**config.mk**
```make
export PLATFORM = sky130hd
export DESIGN_NAME = radix_integer_formatter
export DESIGN_NICKNAME = d
export VERILOG_FILES = /design/src/rtl/rif_pkg.sv /design/src/rtl/rif_front.sv /design/src/rtl/rif_queue.sv /design/src/rtl/rif_back.sv /design/src/rtl/radix_integer_formatter.sv
export SDC_FILE = /design/constraint.sdc
export NUM_CORES = 1
export LEC_CHECK = 0
export BUFFER_PORTS_ARGS = -buffer_cell sky130_fd_sc_hd__buf_2
export CORE_MARGIN = 4
export CORE_UTILIZATION = 65
export CTS_BUF_LIST = sky130_fd_sc_hd__clkbuf_8
export CTS_CLUSTER_DIAMETER = 200
export CTS_CLUSTER_SIZE = 20
export DETAILED_ROUTE_END_ITERATION = 12
export PLACE_DENSITY_LB_ADDON = 0.3
export SLEW_MARGIN = 15
export SYNTH_ARGS = -nofsm -noshare
export SYNTH_HDL_FRONTEND = slang
export SYNTH_HIERARCHICAL = 1
export SYNTH_SLANG_ARGS = --single-unit
```
**constraint.sdc**
```tcl
create_clock -name clock -period 17.85 [get_ports clock]
set_clock_uncertainty 0.15 [all_clocks]
set_input_delay 2.6775 -clock clock [delete_from_list [all_inputs] [get_ports clock]]
set_output_delay 2.6775 -clock clock [all_outputs]
set_load 0.05 [all_outputs]
```
**src/rtl/rif_pkg.sv**
```systemverilog
// rif_pkg: shared types, character codes and helpers of the radix integer formatter
// no dependencies; used by rif_front, rif_back and radix_integer_formatter
package rif_pkg;

   // radix limits and fallback
   localparam int unsigned RADIX_W        = 6;
   localparam logic [7:0]  RADIX_MIN      = 8'd2;
   localparam logic [7:0]  RADIX_MAX      = 8'd36;
   localparam logic [5:0]  RADIX_FALLBACK = 6'd10;

   // ascii codes
   localparam logic [7:0] CHAR_ZERO  = 8'h30;
   localparam logic [7:0] CHAR_UPPER = 8'h41;
   localparam logic [7:0] CHAR_LOWER = 8'h61;
   localparam logic [7:0] CHAR_MINUS = 8'h2d;

   // quotient bits resolved per cycle in the remainder unit
   localparam int unsigned BITS_PER_CYCLE = 8;

   // job flags handed from the front to the back through the queue
   typedef struct packed {
      logic [RADIX_W-1:0] radix;
      logic               upper;
      logic               negative;
   } job_flags_type;

   // back end sequencer states
   typedef enum logic [1:0] {
      BK_IDLE,
      BK_DIVIDE,
      BK_EMIT
   } back_state_type;

   // digit value to ascii, letters for ten and above
   function automatic logic [7:0] digit_char(input logic [RADIX_W-1:0] digit,
                                              input logic upper);
      logic [7:0] d8;
      d8 = {2'b00, digit};
      if (digit < 6'd10) begin
         return CHAR_ZERO + d8;
      end
      return (upper ? CHAR_UPPER : CHAR_LOWER) + (d8 - 8'd10);
   endfunction

endpackage

```
**src/rtl/rif_front.sv**
```systemverilog
// rif_front: accepts input words and classifies them into sign, magnitude and radix
// depends on rif_pkg
module rif_front #(
   parameter int unsigned VALUE_WIDTH = 32
) (
   input  logic                   req_valid,
   input  logic [VALUE_WIDTH-1:0] req_value,
   input  logic [7:0]             req_base,
   input  logic                   req_upper,
   output logic                   req_ready,
   output logic                   job_valid,
   input  logic                   job_ready,
   output logic [VALUE_WIDTH-1:0] job_mag,
   output rif_pkg::job_flags_type job_flags
);

   logic negative;
   logic base_ok;

   // sign and unsigned magnitude, the most negative value maps to 2^(w-1)
   assign negative = req_value[VALUE_WIDTH-1];
   assign job_mag  = negative ? (~req_value + {{(VALUE_WIDTH-1){1'b0}}, 1'b1}) : req_value;

   // bases outside the legal range fall back to decimal
   assign base_ok = (req_base >= rif_pkg::RADIX_MIN) && (req_base <= rif_pkg::RADIX_MAX);

   always_comb begin
      job_flags.radix    = base_ok ? req_base[rif_pkg::RADIX_W-1:0] : rif_pkg::RADIX_FALLBACK;
      job_flags.upper    = req_upper;
      job_flags.negative = negative;
   end

   // handshake straight onto the queue
   assign job_valid = req_valid;
   assign req_ready = job_ready;

endmodule

```
**src/rtl/rif_queue.sv**
```systemverilog
// rif_queue: two-entry queue that decouples the front from the back
// no dependencies
module rif_queue #(
   parameter int unsigned WIDTH = 40
) (
   input  logic             clock,
   input  logic             reset,
   input  logic             in_valid,
   output logic             in_ready,
   input  logic [WIDTH-1:0] in_data,
   output logic             out_valid,
   input  logic             out_ready,
   output logic [WIDTH-1:0] out_data
);

   logic [WIDTH-1:0] entry_ff [2];
   logic [WIDTH-1:0] entry_in [2];
   logic             wr_ptr_ff, wr_ptr_in;
   logic             rd_ptr_ff, rd_ptr_in;
   logic [1:0]       count_ff, count_in;
   logic             push, pop;

   assign in_ready  = (count_ff != 2'd2);
   assign out_valid = (count_ff != 2'd0);
   assign out_data  = entry_ff[rd_ptr_ff];
   assign push      = in_valid && in_ready;
   assign pop       = out_valid && out_ready;

   // pointer and fill count update
   always_comb begin
      entry_in  = entry_ff;
      wr_ptr_in = wr_ptr_ff;
      rd_ptr_in = rd_ptr_ff;
      count_in  = count_ff;
      if (push) begin
         entry_in[wr_ptr_ff] = in_data;
         wr_ptr_in           = ~wr_ptr_ff;
      end
      if (pop) begin
         rd_ptr_in = ~rd_ptr_ff;
      end
      case ({push, pop})
         2'b10:   count_in = count_ff + 2'd1;
         2'b01:   count_in = count_ff - 2'd1;
         default: count_in = count_ff;
      endcase
   end

   // control state
   always_ff @(posedge clock) begin
      if (reset) begin
         wr_ptr_ff <= 1'b0;
         rd_ptr_ff <= 1'b0;
         count_ff  <= 2'd0;
      end else begin
         wr_ptr_ff <= wr_ptr_in;
         rd_ptr_ff <= rd_ptr_in;
         count_ff  <= count_in;
      end
   end

   // payload
   always_ff @(posedge clock) begin
      entry_ff <= entry_in;
   end

endmodule

```
**src/rtl/rif_back.sv**
```systemverilog
// rif_back: repeated division by the radix, digit stack and character output register
// depends on rif_pkg
module rif_back #(
   parameter int unsigned VALUE_WIDTH = 32
) (
   input  logic                   clock,
   input  logic                   reset,
   input  logic                   job_valid,
   output logic                   job_ready,
   input  logic [VALUE_WIDTH-1:0] job_mag,
   input  rif_pkg::job_flags_type job_flags,
   output logic                   rsp_tvalid,
   input  logic                   rsp_tready,
   output logic [7:0]             rsp_tdata,
   output logic                   rsp_tlast
);

   localparam int unsigned BPC      = rif_pkg::BITS_PER_CYCLE;
   localparam int unsigned CHUNKS   = (VALUE_WIDTH + BPC - 1) / BPC;
   localparam int unsigned PW       = CHUNKS * BPC;
   localparam int unsigned CW       = (CHUNKS > 1) ? $clog2(CHUNKS) : 1;
   localparam int unsigned DW       = $clog2(VALUE_WIDTH + 1);
   localparam int unsigned RW       = rif_pkg::RADIX_W;

   rif_pkg::back_state_type state_ff, state_in;
   logic [PW-1:0]     div_ff, div_in;
   logic [RW-1:0]     rem_ff, rem_in;
   logic [CW-1:0]     chunk_ff, chunk_in;
   logic [RW-1:0]     radix_ff, radix_in;
   logic              upper_ff, upper_in;
   logic              sign_ff, sign_in;
   logic [DW-1:0]     depth_ff, depth_in;
   logic [RW-1:0]     stack_ff [VALUE_WIDTH];
   logic [RW-1:0]     stack_in [VALUE_WIDTH];
   logic              rsp_valid_ff, rsp_valid_in;
   logic [7:0]        rsp_char_ff, rsp_char_in;
   logic              rsp_last_ff, rsp_last_in;
   logic              out_free;
   logic [RW:0]       step_rem;
   logic [PW-1:0]     step_div;

   assign job_ready  = (state_ff == rif_pkg::BK_IDLE);
   assign out_free   = !rsp_valid_ff || rsp_tready;
   assign rsp_tvalid = rsp_valid_ff;
   assign rsp_tdata  = rsp_char_ff;
   assign rsp_tlast  = rsp_last_ff;

   // one chunk of restoring division by the radix, quotient bits shift in at the bottom
   always_comb begin
      step_rem = {1'b0, rem_ff};
      step_div = div_ff;
      for (int i = 0; i < BPC; i++) begin
         step_rem = {step_rem[RW-1:0], step_div[PW-1]};
         step_div = {step_div[PW-2:0], 1'b0};
         if (step_rem >= {1'b0, radix_ff}) begin
            step_rem    = step_rem - {1'b0, radix_ff};
            step_div[0] = 1'b1;
         end
      end
   end

   // sequencer: load job, divide digit by digit onto the stack, pop characters out
   always_comb begin
      state_in     = state_ff;
      div_in       = div_ff;
      rem_in       = rem_ff;
      chunk_in     = chunk_ff;
      radix_in     = radix_ff;
      upper_in     = upper_ff;
      sign_in      = sign_ff;
      depth_in     = depth_ff;
      stack_in     = stack_ff;
      rsp_valid_in = rsp_valid_ff && !rsp_tready;
      rsp_char_in  = rsp_char_ff;
      rsp_last_in  = rsp_last_ff;
      case (state_ff)
         rif_pkg::BK_IDLE: begin
            if (job_valid) begin
               div_in   = PW'(job_mag);
               rem_in   = '0;
               chunk_in = '0;
               radix_in = job_flags.radix;
               upper_in = job_flags.upper;
               sign_in  = job_flags.negative;
               depth_in = '0;
               state_in = rif_pkg::BK_DIVIDE;
            end
         end
         rif_pkg::BK_DIVIDE: begin
            div_in   = step_div;
            rem_in   = step_rem[RW-1:0];
            chunk_in = chunk_ff + {{(CW-1){1'b0}}, 1'b1};
            if (chunk_ff == CW'(CHUNKS - 1)) begin
               // digit done: push it, restart on the quotient or finish
               stack_in[0] = step_rem[RW-1:0];
               for (int i = 1; i < VALUE_WIDTH; i++) begin
                  stack_in[i] = stack_ff[i-1];
               end
               depth_in = depth_ff + {{(DW-1){1'b0}}, 1'b1};
               rem_in   = '0;
               chunk_in = '0;
               if (step_div == '0) begin
                  state_in = rif_pkg::BK_EMIT;
               end
            end
         end
         rif_pkg::BK_EMIT: begin
            if (out_free) begin
               rsp_valid_in = 1'b1;
               if (sign_ff) begin
                  rsp_char_in = rif_pkg::CHAR_MINUS;
                  rsp_last_in = 1'b0;
                  sign_in     = 1'b0;
               end else begin
                  rsp_char_in = rif_pkg::digit_char(stack_ff[0], upper_ff);
                  rsp_last_in = (depth_ff == DW'(1));
                  for (int i = 0; i < VALUE_WIDTH - 1; i++) begin
                     stack_in[i] = stack_ff[i+1];
                  end
                  depth_in = depth_ff - {{(DW-1){1'b0}}, 1'b1};
                  if (depth_ff == DW'(1)) begin
                     state_in = rif_pkg::BK_IDLE;
                  end
               end
            end
         end
         default: begin
            state_in = rif_pkg::BK_IDLE;
         end
      endcase
   end

   // control state
   always_ff @(posedge clock) begin
      if (reset) begin
         state_ff     <= rif_pkg::BK_IDLE;
         chunk_ff     <= '0;
         sign_ff      <= 1'b0;
         depth_ff     <= '0;
         rsp_valid_ff <= 1'b0;
      end else begin
         state_ff     <= state_in;
         chunk_ff     <= chunk_in;
         sign_ff      <= sign_in;
         depth_ff     <= depth_in;
         rsp_valid_ff <= rsp_valid_in;
      end
   end

   // datapath
   always_ff @(posedge clock) begin
      div_ff      <= div_in;
      rem_ff      <= rem_in;
      radix_ff    <= radix_in;
      upper_ff    <= upper_in;
      stack_ff    <= stack_in;
      rsp_char_ff <= rsp_char_in;
      rsp_last_ff <= rsp_last_in;
   end

   // partial remainder always stays below the radix
   a_rem_below_radix: assert property (@(posedge clock) disable iff (reset)
      (state_ff == rif_pkg::BK_DIVIDE) |-> (rem_ff < radix_ff))
      else $error("partial remainder reached the radix");

   // radix in use is always a legal one
   a_radix_legal: assert property (@(posedge clock) disable iff (reset)
      (state_ff != rif_pkg::BK_IDLE) |-> (radix_ff >= 6'd2 && radix_ff <= 6'd36))
      else $error("illegal radix in the divider");

   // emission never starts with an empty digit stack
   a_emit_has_digits: assert property (@(posedge clock) disable iff (reset)
      (state_ff == rif_pkg::BK_EMIT) |-> (depth_ff != '0 && depth_ff <= DW'(VALUE_WIDTH)))
      else $error("digit stack empty or overfull while emitting");

   // a marked last character always returns the sequencer to idle
   a_last_ends_job: assert property (@(posedge clock) disable iff (reset)
      (state_ff == rif_pkg::BK_EMIT && rsp_valid_in && rsp_last_in && out_free)
      |=> (state_ff == rif_pkg::BK_IDLE))
      else $error("last character sent without ending the job");

endmodule

```
**src/rtl/radix_integer_formatter.sv**
```systemverilog
// radix_integer_formatter: top level, signed integer to ascii text in radix 2 to 36
// depends on rif_pkg, rif_front, rif_queue, rif_back
//
//  channel | dir | tdata (low bit up)               | tuser      | tlast
//  req_    | in  | value, base, zero pad to bytes   | upper_case | -
//  rsp_    | out | character                        | -          | last
//
// each digit is found chunk by chunk in the shared remainder unit, which resolves 8
// quotient bits per cycle; characters leave at one per cycle while rsp_tready is high.
// reset clears the sequencer, queue and output valid; there is no clearing pass.
// a two-entry queue lets new words be taken while the back end is converting,
// and the output register holds a character for as long as rsp_tready is low.
module radix_integer_formatter #(
   parameter int unsigned VALUE_WIDTH = 32
) (
   input  logic                clock,
   input  logic                reset,
   input  logic                req_tvalid,
   output logic                req_tready,
   input  logic [((VALUE_WIDTH + 15) / 8) * 8 - 1:0] req_tdata,   // value, base, zero pad
   input  logic                req_tuser,   // upper_case
   output logic                rsp_tvalid,
   input  logic                rsp_tready,
   output logic [7:0]          rsp_tdata,   // character
   output logic                rsp_tlast
);

   localparam int unsigned FW    = $bits(rif_pkg::job_flags_type);
   localparam int unsigned QW    = VALUE_WIDTH + FW;

   logic                   front_valid, front_ready;
   logic [VALUE_WIDTH-1:0] front_mag;
   rif_pkg::job_flags_type front_flags;
   logic                   back_valid, back_ready;
   logic [QW-1:0]          back_data;
   rif_pkg::job_flags_type back_flags;

   // front end classification
   rif_front #(
      .VALUE_WIDTH (VALUE_WIDTH)
   ) u_front (
      .req_valid (req_tvalid),
      .req_value (req_tdata[VALUE_WIDTH-1:0]),
      .req_base  (req_tdata[VALUE_WIDTH+7:VALUE_WIDTH]),
      .req_upper (req_tuser),
      .req_ready (req_tready),
      .job_valid (front_valid),
      .job_ready (front_ready),
      .job_mag   (front_mag),
      .job_flags (front_flags)
   );

   // job queue
   rif_queue #(
      .WIDTH (QW)
   ) u_queue (
      .clock     (clock),
      .reset     (reset),
      .in_valid  (front_valid),
      .in_ready  (front_ready),
      .in_data   ({front_mag, front_flags}),
      .out_valid (back_valid),
      .out_ready (back_ready),
      .out_data  (back_data)
   );

   assign back_flags = back_data[FW-1:0];

   // back end conversion and output
   rif_back #(
      .VALUE_WIDTH (VALUE_WIDTH)
   ) u_back (
      .clock      (clock),
      .reset      (reset),
      .job_valid  (back_valid),
      .job_ready  (back_ready),
      .job_mag    (back_data[QW-1:FW]),
      .job_flags  (back_flags),
      .rsp_tvalid (rsp_tvalid),
      .rsp_tready (rsp_tready),
      .rsp_tdata  (rsp_tdata),
      .rsp_tlast  (rsp_tlast)
   );

endmodule
```
## Yosys cells after proc, flatten, opt, wreduce, memory -nomap -nowiden

Cells that the tools add are included.

| storage, ports and cells | value |
|---|---|
| flip-flop bits (word level) | 342 |
| input bits | 45 |
| output and inout port bits | 11 |
| word-level logic and storage cells | 181 |

| operators by class | value |
|---|---|
| $add $sub $neg | 17 |
| order comparisons | 14 |
| equality and inequality tests | 13 |
| mux-type cells | 60 |
| bitwise operators | 5 |
| reduce and logical (&&, ||, !) cells | 24 |

Operator list:

| cell | count |
|---|---|
| $mux W186 | 2 |
| $pmux W186 S2 | 1 |
| $mux W192 | 1 |
| $mux W40 | 4 |
| $mux W6 | 15 |
| $bwmux W80 | 1 |
| $mux W32 | 2 |
| $pmux W32 S2 | 1 |
| $ge A7 B6 Y1 | 8 |
| $sub A6 B6 Y6 | 8 |
| $demux W40 S1 | 1 |
| $add A32 B1 Y32 const B | 1 |
| $logic_not A32 Y1 | 1 |
| $not A32 Y32 | 1 |
| $pmux W6 S3 | 1 |
| $mux W1 | 16 |
| $mux W2 | 8 |
| $mux W8 | 2 |
| $pmux W6 S2 | 1 |
| $ne A2 B1 Y1 const B | 5 |
| $reduce_bool A2 Y1 | 5 |
| $add A8 B8 Y8 | 1 |
| $ge A8 B2 Y1 const B | 1 |
| $le A8 B6 Y1 const B | 1 |
| 28 further kinds | 45 |

## Depth between registers and ports, before layout

Gate-level depths: netlist of run 1.

| depth | value |
|---|---|
| depth in word-level cells | 20 |
| gate-level depth with buffers | 76 |
| gate-level depth less buffers | 71 |

## Modules after synthesis

The synthesis of run 1 kept the hierarchy.

Modules (own cells, without submodules):

| module | times used | cells each | area each (µm²) | sequential area each (µm²) |
|---|---|---|---|---|
| rif_back | 1 | 1106 | 13769.5 | 7627.3 |
| rif_queue | 1 | 147 | 3075.4 | 2482.4 |
| rif_front | 1 | 111 | 790.8 | 0.0 |

## Least setup slack after synthesis of run 1

OpenSTA, ideal clock, no wires.

| path | value |
|---|---|
| kind | register to register |
| from | reg u_back.radix_ff[1] |
| to | reg u_back/stack_ff[186] (netlist bit), data pin |
| setup time | 169 ps |
| arrival time | 15971 ps |
| required time | 17531 ps |
| setup slack | 1560 ps |
| stages on the path, launching flop included | 74 |
| path buffers | 4 |
| period minus slack after synthesis | 16290 ps |
| path through | edfxtp_1 -> inv_1 -> ha_1 -> a21oi_1 -> o21ai_2 -> a21oi_1 -> mux2_2 -> inv_1 -> ha_1 -> nor2b_1 -> o31ai_2 -> a211oi_1 -> a2111oi_4 -> buf_4 -> mux2_2 -> inv_1 -> ha_1 -> a2111oi_0 -> (+38 left out) -> a21o_1 -> a21o_1 -> a211o_1 -> a31oi_1 -> o21ai_0 -> a311o_2 -> buf_4 -> mux2i_1 -> ha_1 -> a21o_1 -> a21o_1 -> a21o_1 -> a21o_1 -> a211oi_1 -> nand2b_1 -> or4_4 -> and3_1 -> o31ai_1 |

RTL lines:

| what | RTL line | source |
|---|---|---|
| start, declared | rif_back.sv:29 | `logic [RW-1:0] radix_ff, radix_in;` |
| start signal, assigned | rif_back.sv:154 | `radix_ff <= radix_in;` |
| end signal, assigned | rif_back.sv:156 | `stack_ff <= stack_in;` |
| end, declared | rif_back.sv:33 | `logic [RW-1:0] stack_ff [VALUE_WIDTH];` |

==> impl_metrics.yaml, run 1 <==
critical_path:
  critPathMostFrequentCell: "sky130_fd_sc_hd__ha_1"
  cpMaxStageDelayCell: "sky130_fd_sc_hd__a311o_2"
  endpoint_kind: "register"
  timing.critical_path.fanout_max: 11
  rrSetupSlack_ps: 1200
  critical_path.startpoint_type: "register"
  worst_r2r_startpoint: "u_back/radix_ff[3]"
  startpoint: "u_back/radix_ff[3]"
  critical_path.max_stage_delay_ps: 460
  r2r_cells: 72
  crit_buf_inv: 9
  worst_path_dominant_cell_family: "compound AO/OA/AOI/OAI gates"
  crit_type: "register to register"
  critical_path_arrival_ps: 16910
  terminus_of_the_critical_flop_to_flop_path: "u_back/stack_ff[186]"
  worst-endpoint-required_ps: 18100
yosys:
  ys_warn_count: 6
  synthArstFlopShare_pct: 0
  postSynthRegisterBits: 342
  synth_simple_gate_area_share_pct: 7.81
  synth_enable_flop_cells: 326
  synthesis.area_um2: 17600
  synth_cells: 1364
  commonest_register_cell_after_synthesis: "sky130_fd_sc_hd__edfxtp_1"
  synthesis.nets: 1479
  post_synth_num_cell_types: 86
  synth_mux_area_share_pct: 5.85
  largest_family_of_logic_cells_by_synthesized_area: "compound AO/OA/AOI/OAI gates"
  yosysSeqAreaShare_pct: 57.3
  synth_compound_area_share_pct: 17.2
  synth_fa_ha_area_share_pct: 5.31
  post_synth.cell_area_avg_um2: 12.9
  post_synth_xor_area_fraction_pct: 3.28
final_layout:
  stdcell_area_um2: 18600
  synthToLayoutAreaGrowth_pct: 5.63
  regArea_um2: 10100
  fraction_of_final_layout_cells_with_drive_strength_greater_than_1_pct: 16.0
  fill_cells: 1905
  num-nets-final: 1502
  antenna_diode_count: 0
  multi_input_area_um2: 7010
worst_hold_path:
  worstHoldPathType: "register to register"
  worst_hold_path.endpoint: "u_back/stack_ff[2]"
  instance_count_along_the_most_critical_hold_path: 0
  hold_path.startpoint: "u_back/stack_ff[8]"
clocking:
  cts.root.buffer_cell: "sky130_fd_sc_hd__clkbuf_8"
  numCtsBuffers: 21
  cts.clk_slew.worst_paths_ps: 120
  max-clock-path-buffers: 3
  clock_sink_count: 342
  clock_tree_from_tritoncts: "done"
  cts_max_level: 1
  clock_insertion_delay_worst_skew_ps: 560
  postCtsHoldBufs: 0
drt:
  drcViolationCount: 0
  number_of_vias_per_cell_after_detailed_routing: 6.44
  route.final.wire_length_mm: 34.3
  detail_route.first_pass.iterations: 5
  initialDrtViolationCount: 1078
  vias: 11217
  wl_per_cell_um: 19.7
  ant_nets: 0
timing:
  tightest_slew_ps: 1140
  finalSetupViolations: 0
  min_period_ps: 16660
  max_slew_margin_pct: 23.8
  timing.hold.ws_ps: 312
  hold_viol_final: 0
  rsz0062_at_grt: "false"
  timing_max_transition_violations_final: 0
  maxClockFrequency_mhz: 60.0
  final.setup.tns_ps: 0
  portion_of_the_clock_cycle_consumed_by_the_worst_path_in_the_final_layout_pct: 93.3
job:
  maxcap_viol_count: 0
grt:
  vias_in_the_first_global_route: 10789
  global_route_wire_length_before_repair_mm: 54.7
  grt_start_max_net_pins: 128
  antenna_found_initial: 0
  grt_remaining_overflow: 0
  groute.usage.overall_pct: 21.9
floorplanning:
  initial_core_util_pct: 65.8
  placementRows: 60
  fp.dieArea_um2: 29800
  core_area_um2: 26800
  floorplan.io_pins: 56
  fp.dieH_um: 173
  die_w_um: 173
placed_design:
  place_area_um2: 18200
  detailed_place_hpwl_mm: 23.1
  placement.io_buffers: 55
  gp_routability_congestion: 0.932
outcome:
  status: "completed"
layer usage:
layer | vias up | part of all wire (%) | GRT usage (%)
met3 | 54 | 4.0 | 2.12
met5 | - | 0 | 0
met1 | 5519 | 45 | 31.0
met2 | 285 | 48 | 36.9
li1 | 5359 | - | -
met4 | 0 | 2.7 | 5.65
worst reg2reg max path: cells and delay by family (launching register included):
family	cells	cell delay, ps
and+or+nand+nor	18	3730
adders and majority gates	8	2250
muxes	3	1070
AOI/OAI and AO/OA	34	7390
buffers and inverters	9	1530
DFF	1	380
stage by stage:
step | instances | util, % | setup WS (ps)
floorplan | 1364 | - | 1560
global placement | 1704 | 67.9 | 1360
detailed placement | 1704 | 67.9 | 608
CTS | 1742 | 69.3 | 507
global route | 1743 | 69.5 | 76.0
finish | 1743 | 69.5 | 1200
Yosys cell counts, types with 9 or more instances:
| cell type | instances | area, um^2 |
|---|---|---|
| sky130_fd_sc_hd__nand4_1 | 9 | 56.3 |
| sky130_fd_sc_hd__ha_1 | 62 | 776 |
| sky130_fd_sc_hd__xnor2_1 | 53 | 464 |
| sky130_fd_sc_hd__o21ai_0 | 39 | 195 |
| sky130_fd_sc_hd__buf_1 | 9 | 33.8 |
| sky130_fd_sc_hd__edfxtp_1 | 326 | 9790 |
| sky130_fd_sc_hd__mux2i_1 | 13 | 130 |
| sky130_fd_sc_hd__nor3_1 | 18 | 90.1 |
| sky130_fd_sc_hd__dfxtp_1 | 16 | 320 |
| sky130_fd_sc_hd__xor2_1 | 13 | 114 |
| sky130_fd_sc_hd__inv_1 | 67 | 251 |
| sky130_fd_sc_hd__nor2b_1 | 11 | 68.8 |
| sky130_fd_sc_hd__o31ai_1 | 13 | 97.6 |
| sky130_fd_sc_hd__nand2b_1 | 12 | 75.1 |
| sky130_fd_sc_hd__a21o_1 | 14 | 105 |
| sky130_fd_sc_hd__clkbuf_1 | 52 | 195 |
| sky130_fd_sc_hd__a22o_1 | 175 | 1530 |
| sky130_fd_sc_hd__nand3_1 | 18 | 90.1 |
| sky130_fd_sc_hd__nor4_1 | 12 | 75.1 |
| sky130_fd_sc_hd__mux2_2 | 75 | 845 |
| sky130_fd_sc_hd__nand2_1 | 66 | 248 |
| sky130_fd_sc_hd__and3_1 | 10 | 62.6 |
| sky130_fd_sc_hd__a21oi_1 | 49 | 245 |
| sky130_fd_sc_hd__or3_1 | 11 | 68.8 |
| sky130_fd_sc_hd__nor2_1 | 57 | 214 |
| sky130_fd_sc_hd__o41ai_1 | 10 | 87.6 |
| sky130_fd_sc_hd__and2_1 | 9 | 56.3 |
state kept, by name, indices dropped and copies added (netlist names), 2 cells and up:
signal            cells
u_back/chunk_ff       2
u_back/stack_ff     192
u_queue/entry_ff     80
u_back/depth_ff       6
u_back/state_ff       2
u_back/rem_ff         6
u_back/radix_ff       6
u_back/div_ff        32
u_back/rsp_tdata      8
u_queue/count_ff      2
placed cells by master, fill, tap and decap left out, types with 9 or more instances in the layout:
master                     count
sky130_fd_sc_hd__a22o_1      175
sky130_fd_sc_hd__nand3_1      18
sky130_fd_sc_hd__xor2_1       13
sky130_fd_sc_hd__a21o_1       14
sky130_fd_sc_hd__clkbuf_8     21
sky130_fd_sc_hd__ha_1         60
sky130_fd_sc_hd__mux2_2       75
sky130_fd_sc_hd__nor2b_1      10
sky130_fd_sc_hd__edfxtp_1    326
sky130_fd_sc_hd__xnor2_1      53
sky130_fd_sc_hd__o41ai_1      10
sky130_fd_sc_hd__nor2_1       57
sky130_fd_sc_hd__or3_1        11
sky130_fd_sc_hd__buf_2        55
sky130_fd_sc_hd__nand2b_1     12
sky130_fd_sc_hd__inv_1        81
sky130_fd_sc_hd__buf_4        19
sky130_fd_sc_hd__dfxtp_1      15
sky130_fd_sc_hd__nand2_1      65
sky130_fd_sc_hd__mux2i_1      11
sky130_fd_sc_hd__nand4_1       9
sky130_fd_sc_hd__nor3_1       18
sky130_fd_sc_hd__a21oi_1      48
sky130_fd_sc_hd__nor4_1       12
sky130_fd_sc_hd__o31ai_1      13
sky130_fd_sc_hd__o21ai_0      37
what timing repair did:
| action | CTS | global route |
|---|---|---|
| gates resized for setup | 0 | 11 |
| setup buffers | 0 | 0 |
| endpoints found under the setup margin | 0 | 15 |
| hold endpoints to repair | 0 | 0 |
final cells by class:
type | instances | share of cell area [%]
Clock inverter | 17 | 0.450
Clock buffer | 21 | 1.55
Timing Repair Buffer | 76 | 2.45
Inverter | 67 | 1.37
Sequential cell | 342 | 54.3
Tap cell | 341 | 2.29
Multi-Input combinational cell | 879 | 37.6
how the worst max path moves through the flow:
| stage | endpoint | depth (start not counted) |
|---|---|---|
| 6_report | u_back/stack_ff[186] | 72 |
| 5_1_grt | u_back/stack_ff[190] | 72 |
| 4_1_cts | u_back/stack_ff[186] | 69 |
| 3_5_place_dp | u_back/stack_ff[190] | 69 |
| 3_3_place_gp | u_back/stack_ff[190] | 69 |
| 2_1_floorplan | u_back/stack_ff[186] | 73 |
kinds of logic (layout without fill, tap and decap cells):
logic type | Yosys count | count (layout)
adder cells (fa/ha/maj) | 70 | 70
AO/OA/AOI/OAI | 386 | 386
buffers and inverters | 143 | 181
multiplexers | 92 | 92
XOR/XNOR | 66 | 66
AND/OR/NAND/NOR | 265 | 265
flip-flops | 342 | 342
Power of run 1 is left out: the tool's default activity adds up to more than one toggle a clock period on the data nets, which glitch-free logic cannot reach.
==> inputs of run 2 (changes only) <==
BUFFER_PORTS_ARGS = -buffer_cell sky130_fd_sc_hd__clkbuf_2   (was -buffer_cell sky130_fd_sc_hd__buf_2)
MAX_ROUTING_LAYER = met4   (was not set)
RECOVER_POWER = 25   (was not set)
==> impl_metrics.yaml, run 2 (same netlist as run 1, synthesis figures left out) <==
outcome:
  status: "finished, violations left"
  failed_checks: "max-capacitance violations, max-slew violations"
clocking:
  max-clock-path-buffers: 3
  cts_max_level: 1
  clock_sink_count: 342
  numCtsBuffers: 21
  clock_tree_from_tritoncts: "done"
  cts.root.buffer_cell: "sky130_fd_sc_hd__clkbuf_8"
  cts.clk_slew.worst_paths_ps: 120
  clock_insertion_delay_worst_skew_ps: 560
drt:
  vias: 11141
  ant_nets: 0
  initialDrtViolationCount: 1061
  route.final.wire_length_mm: 34.4
  detail_route.first_pass.iterations: 5
  number_of_vias_per_cell_after_detailed_routing: 6.37
  wl_per_cell_um: 19.7
  drcViolationCount: 0
floorplanning:
  core_area_um2: 26800
  floorplan.io_pins: 56
  die_w_um: 173
  initial_core_util_pct: 65.8
  fp.dieH_um: 173
  placementRows: 60
  fp.dieArea_um2: 29800
grt:
  busiest_layer: "met2"
  vias_in_the_first_global_route: 11000
  global_route_wire_length_before_repair_mm: 55.6
  globalRouteMet3Util_pct: 1.99
  grt_start_max_net_pins: 108
  gr-usage-met2_pct: 37.3
  grt_remaining_overflow: 0
  global_route.usage.met1_pct: 31.9
  groute.usage.overall_pct: 22.9
  antenna_found_initial: 0
final_layout:
  fill_cells: 1884
  num-nets-final: 1508
  antenna_diode_count: 0
  largest_register: "u_back/stack_ff"
  stdcell_area_um2: 18600
  fraction_of_final_layout_cells_with_drive_strength_greater_than_1_pct: 14.7
  synthToLayoutAreaGrowth_pct: 5.43
  most_frequent_standard_cell_in_the_layout_excluding_fill_and_tap_cells: "sky130_fd_sc_hd__edfxtp_1"
  largest_register_ff_count: 192
  reg.largest.list: "u_back/stack_ff (192), u_queue/entry_ff (80), u_back/div_ff (32)"
  layout_common_cells: "sky130_fd_sc_hd__edfxtp_1 (326), sky130_fd_sc_hd__a22o_1 (175), sky130_fd_sc_hd__inv_1 (82)"
critical_path:
  critPathMostFrequentCell: "sky130_fd_sc_hd__ha_1"
  endpoint_kind: "register"
  timing.critical_path.fanout_max: 11
  cpMaxStageDelayCell: "sky130_fd_sc_hd__a311o_2"
  critical_path_arrival_ps: 16940
  critical_path.max_stage_delay_ps: 510
  crit_type: "register to register"
  critical_path.startpoint_type: "register"
  worst-endpoint-required_ps: 18010
  r2r_cells: 71
timing:
  portion_of_the_clock_cycle_consumed_by_the_worst_path_in_the_final_layout_pct: 94.1
  max_slew_margin_pct: -188
  finalSetupViolations: 0
  setup_slack_ps: 1060
  timing_max_transition_violations_final: 360
  hold_viol_final: 0
  tightest_slew_ps: 4320
  min_period_ps: 16790
  maxClockFrequency_mhz: 59.6
  rsz0062_at_grt: "false"
  final.setup.tns_ps: 0
placed_design:
  detailed_place_hpwl_mm: 23.5
  place_area_um2: 18200
  placement.io_buffers: 55
  gp_routability_congestion: 0.948
  place_ws_ps: 883
job:
  maxcap_viol_count: 6
worst_hold_path:
  instance_count_along_the_most_critical_hold_path: 0
  worstHoldPathType: "register to register"
-- run 2: layer usage --
layer | share of wire, % | vias up
li1 | - | 5363
met1 | 45 | 5425
met2 | 48 | 293
met3 | 4.0 | 60
met4 | 2.7 | 0
met5 | 0 | -
-- run 2: timing repair --
action,in CTS,in global routing
endpoints found under the setup margin,0,15
gates resized for setup,0,5
buffers inserted,0,3
hold buffers,0,0
-- run 2: worst max-delay path: cells and delay by family (launching register included) --
kind / cells / cell delay [ps]
compound gates: 37 / 8390
simple gates: 13 / 2640
fa+ha+maj: 8 / 2260
mux: 4 / 1400
buf+inv: 9 / 1290
flops: 1 / 370
-- run 2: stage by stage --
step / util, % / hold slack (ps) / cells
CTS: 69.4 / 316 / 1746
floorplan: - / 278 / 1364
global route: 69.4 / 337 / 1749
global placement: 68.0 / 283 / 1708
detailed placement: 68.0 / 286 / 1708
finish: 69.4 / 318 / 1749
-- run 2: worst paths after layout --
kind / startpoint / to / slack (ps)
min: u_back/stack_ff[6] / u_back/stack_ff[0] / 320
min reg2reg: u_back/stack_ff[6] / u_back/stack_ff[0] / 320
max reg2reg: u_back/radix_ff[5] / u_back/stack_ff[190] / 1060
max: u_back/radix_ff[5] / u_back/stack_ff[190] / 1060
-- run 2: layout make-up --
type / count / area, um^2 / share of cell area [%]
multi-input cells: 879 / 6980 / 37.5
flip-flops and latches: 342 / 10100 / 54.4
clock inverters: 17 / 83.8 / 0.451
repair buffers: 82 / 454 / 2.44
inverters: 67 / 251 / 1.35
well taps: 341 / 427 / 2.29
clock buffers: 21 / 289 / 1.55
Power of run 2 is left out for the same reason.
